### config.mk
export PLATFORM = sky130hd
export DESIGN_NAME = midpoint_ellipse_rasterizer
export DESIGN_NICKNAME = d
export VERILOG_FILES = /design/src/design/mer_pkg.sv /design/src/design/mer_ctrl.sv /design/src/design/mer_dp.sv /design/src/design/midpoint_ellipse_rasterizer.sv
export SDC_FILE = /design/constraint.sdc
export NUM_CORES = 2
export LEC_CHECK = 0
export ABC_AREA = 0
export BUFFER_PORTS_ARGS = -buffer_cell sky130_fd_sc_hd__buf_2
export CAP_MARGIN = 40
export CORE_ASPECT_RATIO = 1.75
export CORE_MARGIN = 4
export CORE_UTILIZATION = 56
export DETAILED_ROUTE_END_ITERATION = 8
export PLACE_DENSITY = 0.79
export SYNTH_ARGS = -nofsm -noshare
export SYNTH_HDL_FRONTEND = slang
export SYNTH_SLANG_ARGS = --single-unit
### constraint.sdc
create_clock -name i_clk -period 12.8 [get_ports i_clk]
set_clock_uncertainty 0.1 [all_clocks]
set_input_delay 0.64 -clock i_clk [delete_from_list [all_inputs] [get_ports i_clk]]
set_output_delay 0.64 -clock i_clk [all_outputs]
set_load 0.03 [all_outputs]
### src/design/mer_pkg.sv
// ============================================================================
// mer_pkg
// Shared constants, operation codes and controller/datapath interface types
// for the midpoint ellipse rasterizer.
// ============================================================================
package mer_pkg;

    // Default radius width in bits.
    localparam int RADIUS_BITS_DEF = 8;

    // Centre registers and output coordinates.
    localparam int                  CENTER_W     = 10;
    localparam logic [CENTER_W-1:0] CENTER_RESET = 10'd200;
    localparam int                  COORD_W      = 12;
    localparam int                  N_POINTS     = 4;
    localparam int                  OUT_DATA_W   = 2 * N_POINTS * COORD_W;

    // Configuration register indexes.
    localparam int                   CFG_IDX_W    = 1;
    localparam logic [CFG_IDX_W-1:0] CFG_CENTER_X = 1'b0;
    localparam logic [CFG_IDX_W-1:0] CFG_CENTER_Y = 1'b1;

    // Input item kinds.
    localparam logic KIND_START = 1'b0;
    localparam logic KIND_STEP  = 1'b1;

    // Operations of the shared multiplier.
    localparam int MUL_OP_W = 4;
    typedef logic [MUL_OP_W-1:0] t_mul_op;

    localparam t_mul_op MUL_NONE    = 4'd0;  // idle
    localparam t_mul_op MUL_RX_RX   = 4'd1;  // rx * rx
    localparam t_mul_op MUL_RY_RY   = 4'd2;  // ry * ry
    localparam t_mul_op MUL_RX2_RY  = 4'd3;  // rx^2 * ry
    localparam t_mul_op MUL_TX_TX   = 4'd4;  // (2x+1)^2
    localparam t_mul_op MUL_RY2_P   = 4'd5;  // ry^2 * previous product
    localparam t_mul_op MUL_TY_TY   = 4'd6;  // (y-1)^2
    localparam t_mul_op MUL_RX2_P   = 4'd7;  // rx^2 * previous product
    localparam t_mul_op MUL_RX2_RY2 = 4'd8;  // rx^2 * ry^2

    // Commands from the controller to the datapath.
    typedef struct packed {
        logic    cap;     // input transfer: capture the pending result
        logic    start;   // input transfer of a start item: load the radii
        logic    step;    // advance the midpoint decision by one step
        t_mul_op mul_op;  // multiplier operation issued this cycle
        logic    emit;    // move the pending result to the output register
    } t_cmd;

    // Status from the datapath to the controller.
    typedef struct packed {
        logic busy;       // an ellipse is being traced
        logic y_zero;     // current vertical offset is zero
        logic step_last;  // the step in progress brings y to zero
        logic need_sw;    // the step in progress hands over to region two
        logic out_free;   // output register can take a result this cycle
    } t_stat;

endpackage

### src/design/mer_ctrl.sv
// ============================================================================
// mer_ctrl
// Sequencing state machine: accepts one item at a time, runs the multiplier
// schedules for start and region switch, and hands results to the output.
// ============================================================================
module mer_ctrl (
    input  logic           i_clk,
    input  logic           i_rst_n,
    input  logic           i_in_valid,
    input  logic           i_in_kind,
    output logic           o_in_ready,
    input  mer_pkg::t_stat i_stat,
    output mer_pkg::t_cmd  o_cmd
);
    import mer_pkg::*;

    localparam logic [3:0] S_IDLE = 4'd0;
    localparam logic [3:0] S_ST0  = 4'd1;
    localparam logic [3:0] S_ST1  = 4'd2;
    localparam logic [3:0] S_ST2  = 4'd3;
    localparam logic [3:0] S_ST3  = 4'd4;
    localparam logic [3:0] S_STEP = 4'd5;
    localparam logic [3:0] S_SW0  = 4'd6;
    localparam logic [3:0] S_SW1  = 4'd7;
    localparam logic [3:0] S_SW2  = 4'd8;
    localparam logic [3:0] S_SW3  = 4'd9;
    localparam logic [3:0] S_SW4  = 4'd10;
    localparam logic [3:0] S_SW5  = 4'd11;
    localparam logic [3:0] S_EMIT = 4'd12;

    logic [3:0] r_state;
    logic [3:0] n_state;

    assign o_in_ready = (r_state == S_IDLE);

    // Next state and commands.
    always_comb begin
        n_state      = r_state;
        o_cmd        = '0;
        o_cmd.mul_op = MUL_NONE;
        unique case (r_state)
            S_IDLE: begin
                if (i_in_valid) begin
                    o_cmd.cap = 1'b1;
                    if (i_in_kind == KIND_START) begin
                        o_cmd.start = 1'b1;
                        n_state     = S_ST0;
                    end else if (i_stat.busy && !i_stat.y_zero) begin
                        n_state = S_STEP;
                    end else begin
                        n_state = S_EMIT;
                    end
                end
            end
            // Start: squares of the radii, then rx^2 * ry.
            S_ST0: begin
                o_cmd.mul_op = MUL_RX_RX;
                n_state      = S_ST1;
            end
            S_ST1: begin
                o_cmd.mul_op = MUL_RY_RY;
                n_state      = S_ST2;
            end
            S_ST2: begin
                o_cmd.mul_op = MUL_RX2_RY;
                n_state      = S_ST3;
            end
            S_ST3: begin
                n_state = S_EMIT;
            end
            S_STEP: begin
                o_cmd.step = 1'b1;
                if (i_stat.need_sw && !i_stat.step_last) begin
                    n_state = S_SW0;
                end else begin
                    n_state = S_EMIT;
                end
            end
            // Region switch: rebuild the decision from the current offsets.
            S_SW0: begin
                o_cmd.mul_op = MUL_TX_TX;
                n_state      = S_SW1;
            end
            S_SW1: begin
                o_cmd.mul_op = MUL_RY2_P;
                n_state      = S_SW2;
            end
            S_SW2: begin
                o_cmd.mul_op = MUL_TY_TY;
                n_state      = S_SW3;
            end
            S_SW3: begin
                o_cmd.mul_op = MUL_RX2_P;
                n_state      = S_SW4;
            end
            S_SW4: begin
                o_cmd.mul_op = MUL_RX2_RY2;
                n_state      = S_SW5;
            end
            S_SW5: begin
                n_state = S_EMIT;
            end
            S_EMIT: begin
                if (i_stat.out_free) begin
                    o_cmd.emit = 1'b1;
                    n_state    = S_IDLE;
                end
            end
            default: begin
                n_state = S_IDLE;
            end
        endcase
    end

    // State register.
    always_ff @(posedge i_clk) begin
        if (!i_rst_n) begin
            r_state <= S_IDLE;
        end else begin
            r_state <= n_state;
        end
    end

endmodule

### src/design/mer_dp.sv
// ============================================================================
// mer_dp
// Datapath: centre registers, ellipse state, the shared multiplier, the
// step adder and the pending and output result registers.
// ============================================================================
module mer_dp #(
    parameter int RADIUS_BITS = mer_pkg::RADIUS_BITS_DEF
) (
    input  logic                            i_clk,
    input  logic                            i_rst_n,
    input  mer_pkg::t_cmd                   i_cmd,
    output mer_pkg::t_stat                  o_stat,
    input  logic                            i_kind,
    input  logic [RADIUS_BITS-1:0]          i_radius_x,
    input  logic [RADIUS_BITS-1:0]          i_radius_y,
    input  logic                            i_cfg_valid,
    output logic                            o_cfg_ready,
    input  logic [mer_pkg::CFG_IDX_W-1:0]   i_cfg_index,
    input  logic [mer_pkg::CENTER_W-1:0]    i_cfg_data,
    output logic                            o_out_valid,
    input  logic                            i_out_ready,
    output logic                            o_out_user,
    output logic                            o_out_last,
    output logic [mer_pkg::OUT_DATA_W-1:0]  o_out_data
);
    import mer_pkg::*;

    localparam int RB    = RADIUS_BITS;
    localparam int SQ_W  = 2 * RB;
    localparam int SD_W  = 3 * RB + 2;
    localparam int DEC_W = 5 * RB;
    localparam int MA_W  = 2 * RB;
    localparam int MB_W  = 2 * RB + 2;
    localparam int P_W   = MA_W + MB_W;
    localparam logic [RB-1:0] RAD_MAX = {RB{1'b1}};

    // Control registers.
    logic [CENTER_W-1:0] r_cx, r_cy;
    logic                r_busy, n_busy;
    logic                r_reg2, n_reg2;
    t_mul_op             r_prod_op;
    logic                r_out_valid, n_out_valid;

    // Payload registers.
    logic [RB-1:0]            r_rad_x, n_rad_x;
    logic [RB-1:0]            r_off_x, n_off_x;
    logic [RB-1:0]            r_off_y, n_off_y;
    logic [SQ_W-1:0]          r_rx2, n_rx2;
    logic [SQ_W-1:0]          r_ry2, n_ry2;
    logic [SD_W-1:0]          r_sdx, n_sdx;
    logic [SD_W-1:0]          r_sdy, n_sdy;
    logic signed [DEC_W-1:0]  r_dec, n_dec;
    logic [P_W-1:0]           r_prod;
    logic                     r_pend_valid, n_pend_valid;
    logic                     r_pend_last, n_pend_last;
    logic [OUT_DATA_W-1:0]    r_pend_data, n_pend_data;
    logic                     r_out_user, n_out_user;
    logic                     r_out_last, n_out_last;
    logic [OUT_DATA_W-1:0]    r_out_data, n_out_data;

    // Working signals.
    logic [MA_W-1:0]          mul_a;
    logic [MB_W-1:0]          mul_b;
    logic [RB:0]              tx;
    logic [RB-1:0]            ty;
    logic signed [DEC_W-1:0]  prod_ext, prod_x4;
    logic                     x_step, y_step;
    logic [RB-1:0]            stp_x, stp_y;
    logic [SD_W-1:0]          stp_sdx, stp_sdy;
    logic signed [DEC_W-1:0]  a_term, b_term, c_term, term;
    logic                     y_zero, pend_ok;
    logic [COORD_W-1:0]       cxe, cye, xe, ye;
    logic [OUT_DATA_W-1:0]    pts;

    assign o_cfg_ready = 1'b1;
    assign y_zero      = (r_off_y == '0);
    assign tx          = {r_off_x, 1'b1};
    assign ty          = r_off_y - 1'b1;
    assign prod_ext    = DEC_W'(r_prod);
    assign prod_x4     = DEC_W'({r_prod, 2'b00});

    // Shared multiplier operand selection.
    always_comb begin
        case (i_cmd.mul_op)
            MUL_RX_RX: begin
                mul_a = MA_W'(r_rad_x);
                mul_b = MB_W'(r_rad_x);
            end
            MUL_RY_RY: begin
                mul_a = MA_W'(r_off_y);
                mul_b = MB_W'(r_off_y);
            end
            MUL_RX2_RY: begin
                mul_a = r_rx2;
                mul_b = MB_W'(r_off_y);
            end
            MUL_TX_TX: begin
                mul_a = MA_W'(tx);
                mul_b = MB_W'(tx);
            end
            MUL_RY2_P: begin
                mul_a = r_ry2;
                mul_b = r_prod[MB_W-1:0];
            end
            MUL_TY_TY: begin
                mul_a = MA_W'(ty);
                mul_b = MB_W'(ty);
            end
            MUL_RX2_P: begin
                mul_a = r_rx2;
                mul_b = r_prod[MB_W-1:0];
            end
            MUL_RX2_RY2: begin
                mul_a = r_rx2;
                mul_b = MB_W'(r_ry2);
            end
            default: begin
                mul_a = '0;
                mul_b = '0;
            end
        endcase
    end

    // One midpoint step: which offsets move and the decision increment.
    always_comb begin
        x_step  = r_reg2 ? !(r_dec > 0) : 1'b1;
        y_step  = r_reg2 ? 1'b1 : !(r_dec < 0);
        stp_x   = (x_step && (r_off_x != RAD_MAX)) ? r_off_x + 1'b1 : r_off_x;
        stp_sdx = x_step ? r_sdx + SD_W'({r_ry2, 1'b0}) : r_sdx;
        stp_y   = y_step ? r_off_y - 1'b1 : r_off_y;
        stp_sdy = y_step ? r_sdy - SD_W'({r_rx2, 1'b0}) : r_sdy;
        a_term  = x_step ? DEC_W'(stp_sdx) : '0;
        b_term  = y_step ? DEC_W'(stp_sdy) : '0;
        c_term  = r_reg2 ? DEC_W'(r_rx2) : DEC_W'(r_ry2);
        term    = a_term - b_term + c_term;
    end

    // The four mirrored points of the current offset, wrapped to 12 bits.
    always_comb begin
        cxe = COORD_W'(r_cx);
        cye = COORD_W'(r_cy);
        xe  = COORD_W'(r_off_x);
        ye  = COORD_W'(r_off_y);
        pts = {cye + ye, cxe - xe, cye - ye, cxe + xe,
               cye - ye, cxe - xe, cye + ye, cxe + xe};
    end

    assign pend_ok = (i_kind == KIND_STEP) && r_busy;

    // Next values of state and result registers.
    always_comb begin
        n_busy       = r_busy;
        n_reg2       = r_reg2;
        n_rad_x      = r_rad_x;
        n_off_x      = r_off_x;
        n_off_y      = r_off_y;
        n_rx2        = r_rx2;
        n_ry2        = r_ry2;
        n_sdx        = r_sdx;
        n_sdy        = r_sdy;
        n_dec        = r_dec;
        n_pend_valid = r_pend_valid;
        n_pend_last  = r_pend_last;
        n_pend_data  = r_pend_data;
        n_out_valid  = r_out_valid;
        n_out_user   = r_out_user;
        n_out_last   = r_out_last;
        n_out_data   = r_out_data;

        // Input transfer: result from the current offsets.
        if (i_cmd.cap) begin
            n_pend_valid = pend_ok;
            n_pend_last  = pend_ok && y_zero;
            n_pend_data  = pend_ok ? pts : '0;
            if (pend_ok && y_zero) begin
                n_busy = 1'b0;
            end
        end

        if (i_cmd.start) begin
            n_rad_x = i_radius_x;
            n_off_x = '0;
            n_off_y = i_radius_y;
            n_sdx   = '0;
            n_reg2  = 1'b0;
            n_busy  = 1'b1;
        end

        if (i_cmd.step) begin
            n_off_x = stp_x;
            n_off_y = stp_y;
            n_sdx   = stp_sdx;
            n_sdy   = stp_sdy;
            n_dec   = r_dec + (term <<< 2);
            if (stp_y == '0) begin
                n_busy      = 1'b0;
                n_pend_last = 1'b1;
            end
        end

        // Consume the product issued in the previous cycle.
        case (r_prod_op)
            MUL_RX_RX: n_rx2 = r_prod[SQ_W-1:0];
            MUL_RY_RY: n_ry2 = r_prod[SQ_W-1:0];
            MUL_RX2_RY: begin
                n_sdy = {r_prod[SD_W-2:0], 1'b0};
                n_dec = DEC_W'({r_ry2, 2'b00}) - prod_x4 + DEC_W'(r_rx2);
            end
            MUL_RY2_P:   n_dec = prod_ext;
            MUL_RX2_P:   n_dec = r_dec + prod_x4;
            MUL_RX2_RY2: begin
                n_dec  = r_dec - prod_x4;
                n_reg2 = 1'b1;
            end
            default: ;
        endcase

        // Output register.
        if (r_out_valid && i_out_ready) begin
            n_out_valid = 1'b0;
        end
        if (i_cmd.emit) begin
            n_out_valid = 1'b1;
            n_out_user  = r_pend_valid;
            n_out_last  = r_pend_last;
            n_out_data  = r_pend_data;
        end
    end

    // Control registers with reset.
    always_ff @(posedge i_clk) begin
        if (!i_rst_n) begin
            r_cx        <= CENTER_RESET;
            r_cy        <= CENTER_RESET;
            r_busy      <= 1'b0;
            r_reg2      <= 1'b0;
            r_prod_op   <= MUL_NONE;
            r_out_valid <= 1'b0;
        end else begin
            if (i_cfg_valid) begin
                unique case (i_cfg_index)
                    CFG_CENTER_X: r_cx <= i_cfg_data;
                    CFG_CENTER_Y: r_cy <= i_cfg_data;
                    default: ;
                endcase
            end
            r_busy      <= n_busy;
            r_reg2      <= n_reg2;
            r_prod_op   <= i_cmd.mul_op;
            r_out_valid <= n_out_valid;
        end
    end

    // Payload registers.
    always_ff @(posedge i_clk) begin
        r_rad_x      <= n_rad_x;
        r_off_x      <= n_off_x;
        r_off_y      <= n_off_y;
        r_rx2        <= n_rx2;
        r_ry2        <= n_ry2;
        r_sdx        <= n_sdx;
        r_sdy        <= n_sdy;
        r_dec        <= n_dec;
        r_prod       <= P_W'(mul_a) * P_W'(mul_b);
        r_pend_valid <= n_pend_valid;
        r_pend_last  <= n_pend_last;
        r_pend_data  <= n_pend_data;
        r_out_user   <= n_out_user;
        r_out_last   <= n_out_last;
        r_out_data   <= n_out_data;
    end

    assign o_stat.busy      = r_busy;
    assign o_stat.y_zero    = y_zero;
    assign o_stat.step_last = (stp_y == '0);
    assign o_stat.need_sw   = !r_reg2 && !(stp_sdx < stp_sdy);
    assign o_stat.out_free  = !r_out_valid || i_out_ready;

    assign o_out_valid = r_out_valid;
    assign o_out_user  = r_out_user;
    assign o_out_last  = r_out_last;
    assign o_out_data  = r_out_data;

endmodule

### src/design/midpoint_ellipse_rasterizer.sv
// ============================================================================
// midpoint_ellipse_rasterizer
// Traces an ellipse around a programmable centre with the two-region
// midpoint algorithm and delivers four mirrored pixels per step.
// ============================================================================
// Usage:
//   Input stream: s_axis_tuser is the item kind (0 start, 1 step); tdata
//   carries radius_x in the low RADIUS_BITS bits and radius_y above it.
//   Output stream: one result per input item. tuser is valid_res, tlast
//   marks the final step of the ellipse, tdata holds the four points.
//   A start item, or a step with no ellipse running, gives an all-zero
//   result with tuser low.
//   Configuration: a write on the cfg channel sets center_x (index 0) or
//   center_y (index 1); the channel is always ready. Write only while idle.
//   Timing: one item in flight. An ordinary step goes through the step
//   state to the result and a step with nothing to advance goes straight
//   to it; a start and the step that enters region two pass through a
//   sequence of products on the one shared multiplier before the result.
//   The next item is taken once the result is in the output register,
//   even while the receiver stalls it; a stalled result holds the block
//   before its next result.
//   Reset clears the tracer to idle and the centre to (200, 200).
// ============================================================================
module midpoint_ellipse_rasterizer #(
    parameter int  RADIUS_BITS = mer_pkg::RADIUS_BITS_DEF,
    localparam int IN_DATA_W   = ((2 * RADIUS_BITS + 7) / 8) * 8
) (
    input  logic                           i_clk,
    input  logic                           i_rst_n,
    // Input stream.
    input  logic                           s_axis_tvalid,
    output logic                           s_axis_tready,
    input  logic [IN_DATA_W-1:0]           s_axis_tdata,  // radius_x, radius_y
    input  logic                           s_axis_tuser,  // kind
    // Output stream.
    output logic                           m_axis_tvalid,
    input  logic                           m_axis_tready,
    // point_a_x, point_a_y, point_b_x, point_b_y,
    // point_c_x, point_c_y, point_d_x, point_d_y
    output logic [mer_pkg::OUT_DATA_W-1:0] m_axis_tdata,
    output logic                           m_axis_tuser,  // valid_res
    output logic                           m_axis_tlast,  // last
    // Configuration write channel.
    input  logic                           i_cfg_valid,
    output logic                           o_cfg_ready,
    input  logic [mer_pkg::CFG_IDX_W-1:0]  i_cfg_index,
    input  logic [mer_pkg::CENTER_W-1:0]   i_cfg_data
);
    import mer_pkg::*;

    t_cmd  cmd;
    t_stat stat;

    // Sequencer.
    mer_ctrl u_ctrl (
        .i_clk      (i_clk),
        .i_rst_n    (i_rst_n),
        .i_in_valid (s_axis_tvalid),
        .i_in_kind  (s_axis_tuser),
        .o_in_ready (s_axis_tready),
        .i_stat     (stat),
        .o_cmd      (cmd)
    );

    // Arithmetic and result registers.
    mer_dp #(
        .RADIUS_BITS (RADIUS_BITS)
    ) u_dp (
        .i_clk       (i_clk),
        .i_rst_n     (i_rst_n),
        .i_cmd       (cmd),
        .o_stat      (stat),
        .i_kind      (s_axis_tuser),
        .i_radius_x  (s_axis_tdata[RADIUS_BITS-1:0]),
        .i_radius_y  (s_axis_tdata[2*RADIUS_BITS-1:RADIUS_BITS]),
        .i_cfg_valid (i_cfg_valid),
        .o_cfg_ready (o_cfg_ready),
        .i_cfg_index (i_cfg_index),
        .i_cfg_data  (i_cfg_data),
        .o_out_valid (m_axis_tvalid),
        .i_out_ready (m_axis_tready),
        .o_out_user  (m_axis_tuser),
        .o_out_last  (m_axis_tlast),
        .o_out_data  (m_axis_tdata)
    );

endmodule

==> metrics.txt <==
max-slew violation count=0; IO Port Bufs=128; largest fanout on the critical path=8; via count of the first global-routing pass=29100; detailed placer's ending HPWL=79.4 mm; Post-Synthesis Cells=3819; Post-CTS Setup Bufs=0; number of enable flip-flop cells after synthesis=233; CTS clk-pin slew, worst paths=80 ps; global-route total usage across every layer=31.1%; total gr overflow=0; Max-cap violations=0; GPL Wtd Cong=0.980; top library cells by usage in the layout, fill and taps aside=inv_1, nand2_1, nor2_1; overall die area=0.0635 mm²; outcome=completed; global-route wire length before repair=155 mm; M1 WL=32.5 mm; delay of the slowest cell on the worst path=640 ps; Final setup violation count=0; maximum number of pins on one net before global-route repair=55; share of flip-flops with an asynchronous set or reset after synthesis=0%; drt wl/cell=21.5 µm; critical path capture point type=register; htree depth=1; worst setup slack for register-to-register paths=3270 ps; fraction of post-synthesis cell area in the top cell type by area=21.0%; number of remaining DRC errors=0; number of sinks handled by clock tree synthesis=299; total wire length=99.1 mm; die span in y=330 µm; WL met3=6.53 mm; Yosys reg bits=299; Least-Margin Pin Slew=1050 ps; mean instance size in the synthesized netlist=8.71 µm²; DRT antenna net count=0; top area cells in the synthesized netlist=edfxtp_1, fa_1, ha_1; CTS-repair resized insts=0; latest clock arrival within the worst-skew pair=630 ps; Area growth syn-to-layout=6.29%; clock buffer count from CTS=28; number of warnings issued by yosys=0; I/O pin count=134; cell type of the slowest stage on the worst timing path=o41ai_1; antenna violations before repair=0; Final Hold Violating Endpoints=0; total via count after detailed routing=28700; Core Box Area=0.0586 mm²; largest buffer count on any clock path=3; period utilisation layout=74.5%; drt first pass iters=8; Synth Cell Area=0.0333 mm²; Max Clock Freq=105 MHz; startpoint type of the worst setup path=register; topmost layer with routed signal wires=met4; row count=117; unrepaired setup endpoints after global routing=false; final period demand of the worst path=9530 ps; root buffer cell=clkbuf_16; initial core utilization=56.8%; class of the most critical hold timing path=primary input to register; post-synthesis cell type count=91; Crit path required time=13010 ps; # hold bufs at CTS=0; layout cells sized above 1=7.61%; signal arrival time at the worst endpoint=9740 ps; Met2 Wirelength=49.5 mm; prevailing post-synth register cell=edfxtp_1; crit-path most repeated cell=o21ai_0; via count normalized by instance count=6.22; cell type with the highest aggregate area in the netlist=edfxtp_1; Die Span X=192 µm; clock tree from TritonCTS=built; WS Path Type=register to register; aggregate negative setup slack=0 ps; initial detailed-routing violation count=2102; Slew headroom=30.3%; most common cell after layout, fill and taps aside=inv_1; register area share after synthesis=25.0%; post-layout net count=4397
## synth_stat cells (20+ instances only)
cell type,number
nand4_1,29
nand2_1,414
a31oi_1,24
xor2_1,88
a21boi_0,20
nor3_1,67
a21oi_1,227
mux2i_1,20
a211oi_1,26
ha_1,300
nand3_1,67
xnor2_1,157
nand2b_1,39
a22oi_1,40
or2_2,22
and2_1,44
nor4_1,30
a21o_1,67
fa_1,248
nor2_1,356
o21a_1,26
o21ai_0,160
inv_1,440
nor2b_1,42
dfxtp_1,66
and3_1,39
clkbuf_1,147
edfxtp_1,233
buf_4,56
o21bai_1,30
## kinds of logic (layout without fill, tap and decap cells)
group	after synthesis	count (layout)	synth area share, %
compound gates	821	821	16.4
xor+xnor	246	246	6.52
fa+ha+maj	549	549	26.2
buf+inv	660	676	8.14
flops	299	299	25.0
mux	25	25	0.771
other cells	2	6	0.0226
simple gates	1217	1217	16.9
## metal layers
| metal | track usage (%) | up-vias |
|---|---|---|
| met5 | 0 | - |
| met4 | 26.1 | 0 |
| met3 | 4.09 | 525 |
| met2 | 54.8 | 1330 |
| met1 | 32.3 | 13800 |
| li1 | - | 13100 |
## path summary, 6_finish.rpt
kind,endpoint,cells past startpoint,start
max,u_dp.r_dec[38],37,u_dp.r_rx2[2]
min,u_dp.r_rad_x[0],1,s_axis_tdata[0]
max reg2reg,u_dp.r_dec[38],37,u_dp.r_rx2[2]
min reg2reg,u_dp.o_out_data[52],0,u_dp.r_pend_data[52]
## metrics by stage
stage | setup slack, ps | hold WS, ps | cell area (µm²) | util [%] | instances
3_3_place_gp | 3390 | 301 | 34200 | 58.4 | 4548
3_5_place_dp | 3430 | 305 | 34400 | 58.7 | 4558
4_1_cts | 3340 | 61.0 | 35300 | 60.4 | 4610
6_report | 3270 | 85.6 | 35400 | 60.4 | 4612
2_1_floorplan | 4670 | 300 | 33300 | - | 3822
5_1_grt | 2630 | 77.7 | 35300 | 60.4 | 4611
## worst max-delay path: cells and delay by family, from the launching register on
family,cells,cell delay (ps)
xor gates and xnor gates,3,470
buffers and inverters,3,280
DFF,1,450
adders and majority gates,4,1560
AOI/OAI and AO/OA,17,3750
and+or+nand+nor,10,2590
## state kept, by name (all words and copies together) (netlist names), 4 cells and up
signal	flops
u_dp.r_rad_x	8
u_dp.r_ry2	16
u_ctrl.r_state	4
u_dp.r_sdx	25
u_dp.r_prod	34
u_dp.r_pend_data	42
u_dp.r_rx2	16
u_dp.o_out_data	42
u_dp.r_dec	40
u_dp.r_cx	10
u_dp.r_off_y	8
u_dp.r_sdy	25
u_dp.r_prod_op	4
u_dp.r_cy	10
u_dp.r_off_x	8
## cell type report
cell class | instances | area, µm²
Tap cell | 773 | 967
Multi-Input combinational cell | 2863 | 22300
Antenna cell | 1 | 2.50
Fill cell | 5047 | 23200
Timing Repair Buffer | 183 | 1130
Sequential cell | 299 | 8320
Inverter | 441 | 1660
Clock buffer | 31 | 722
Clock inverter | 21 | 264
Power is not shown: default switching activity piles up to over one toggle a cycle in this logic, so the estimate is an artifact.
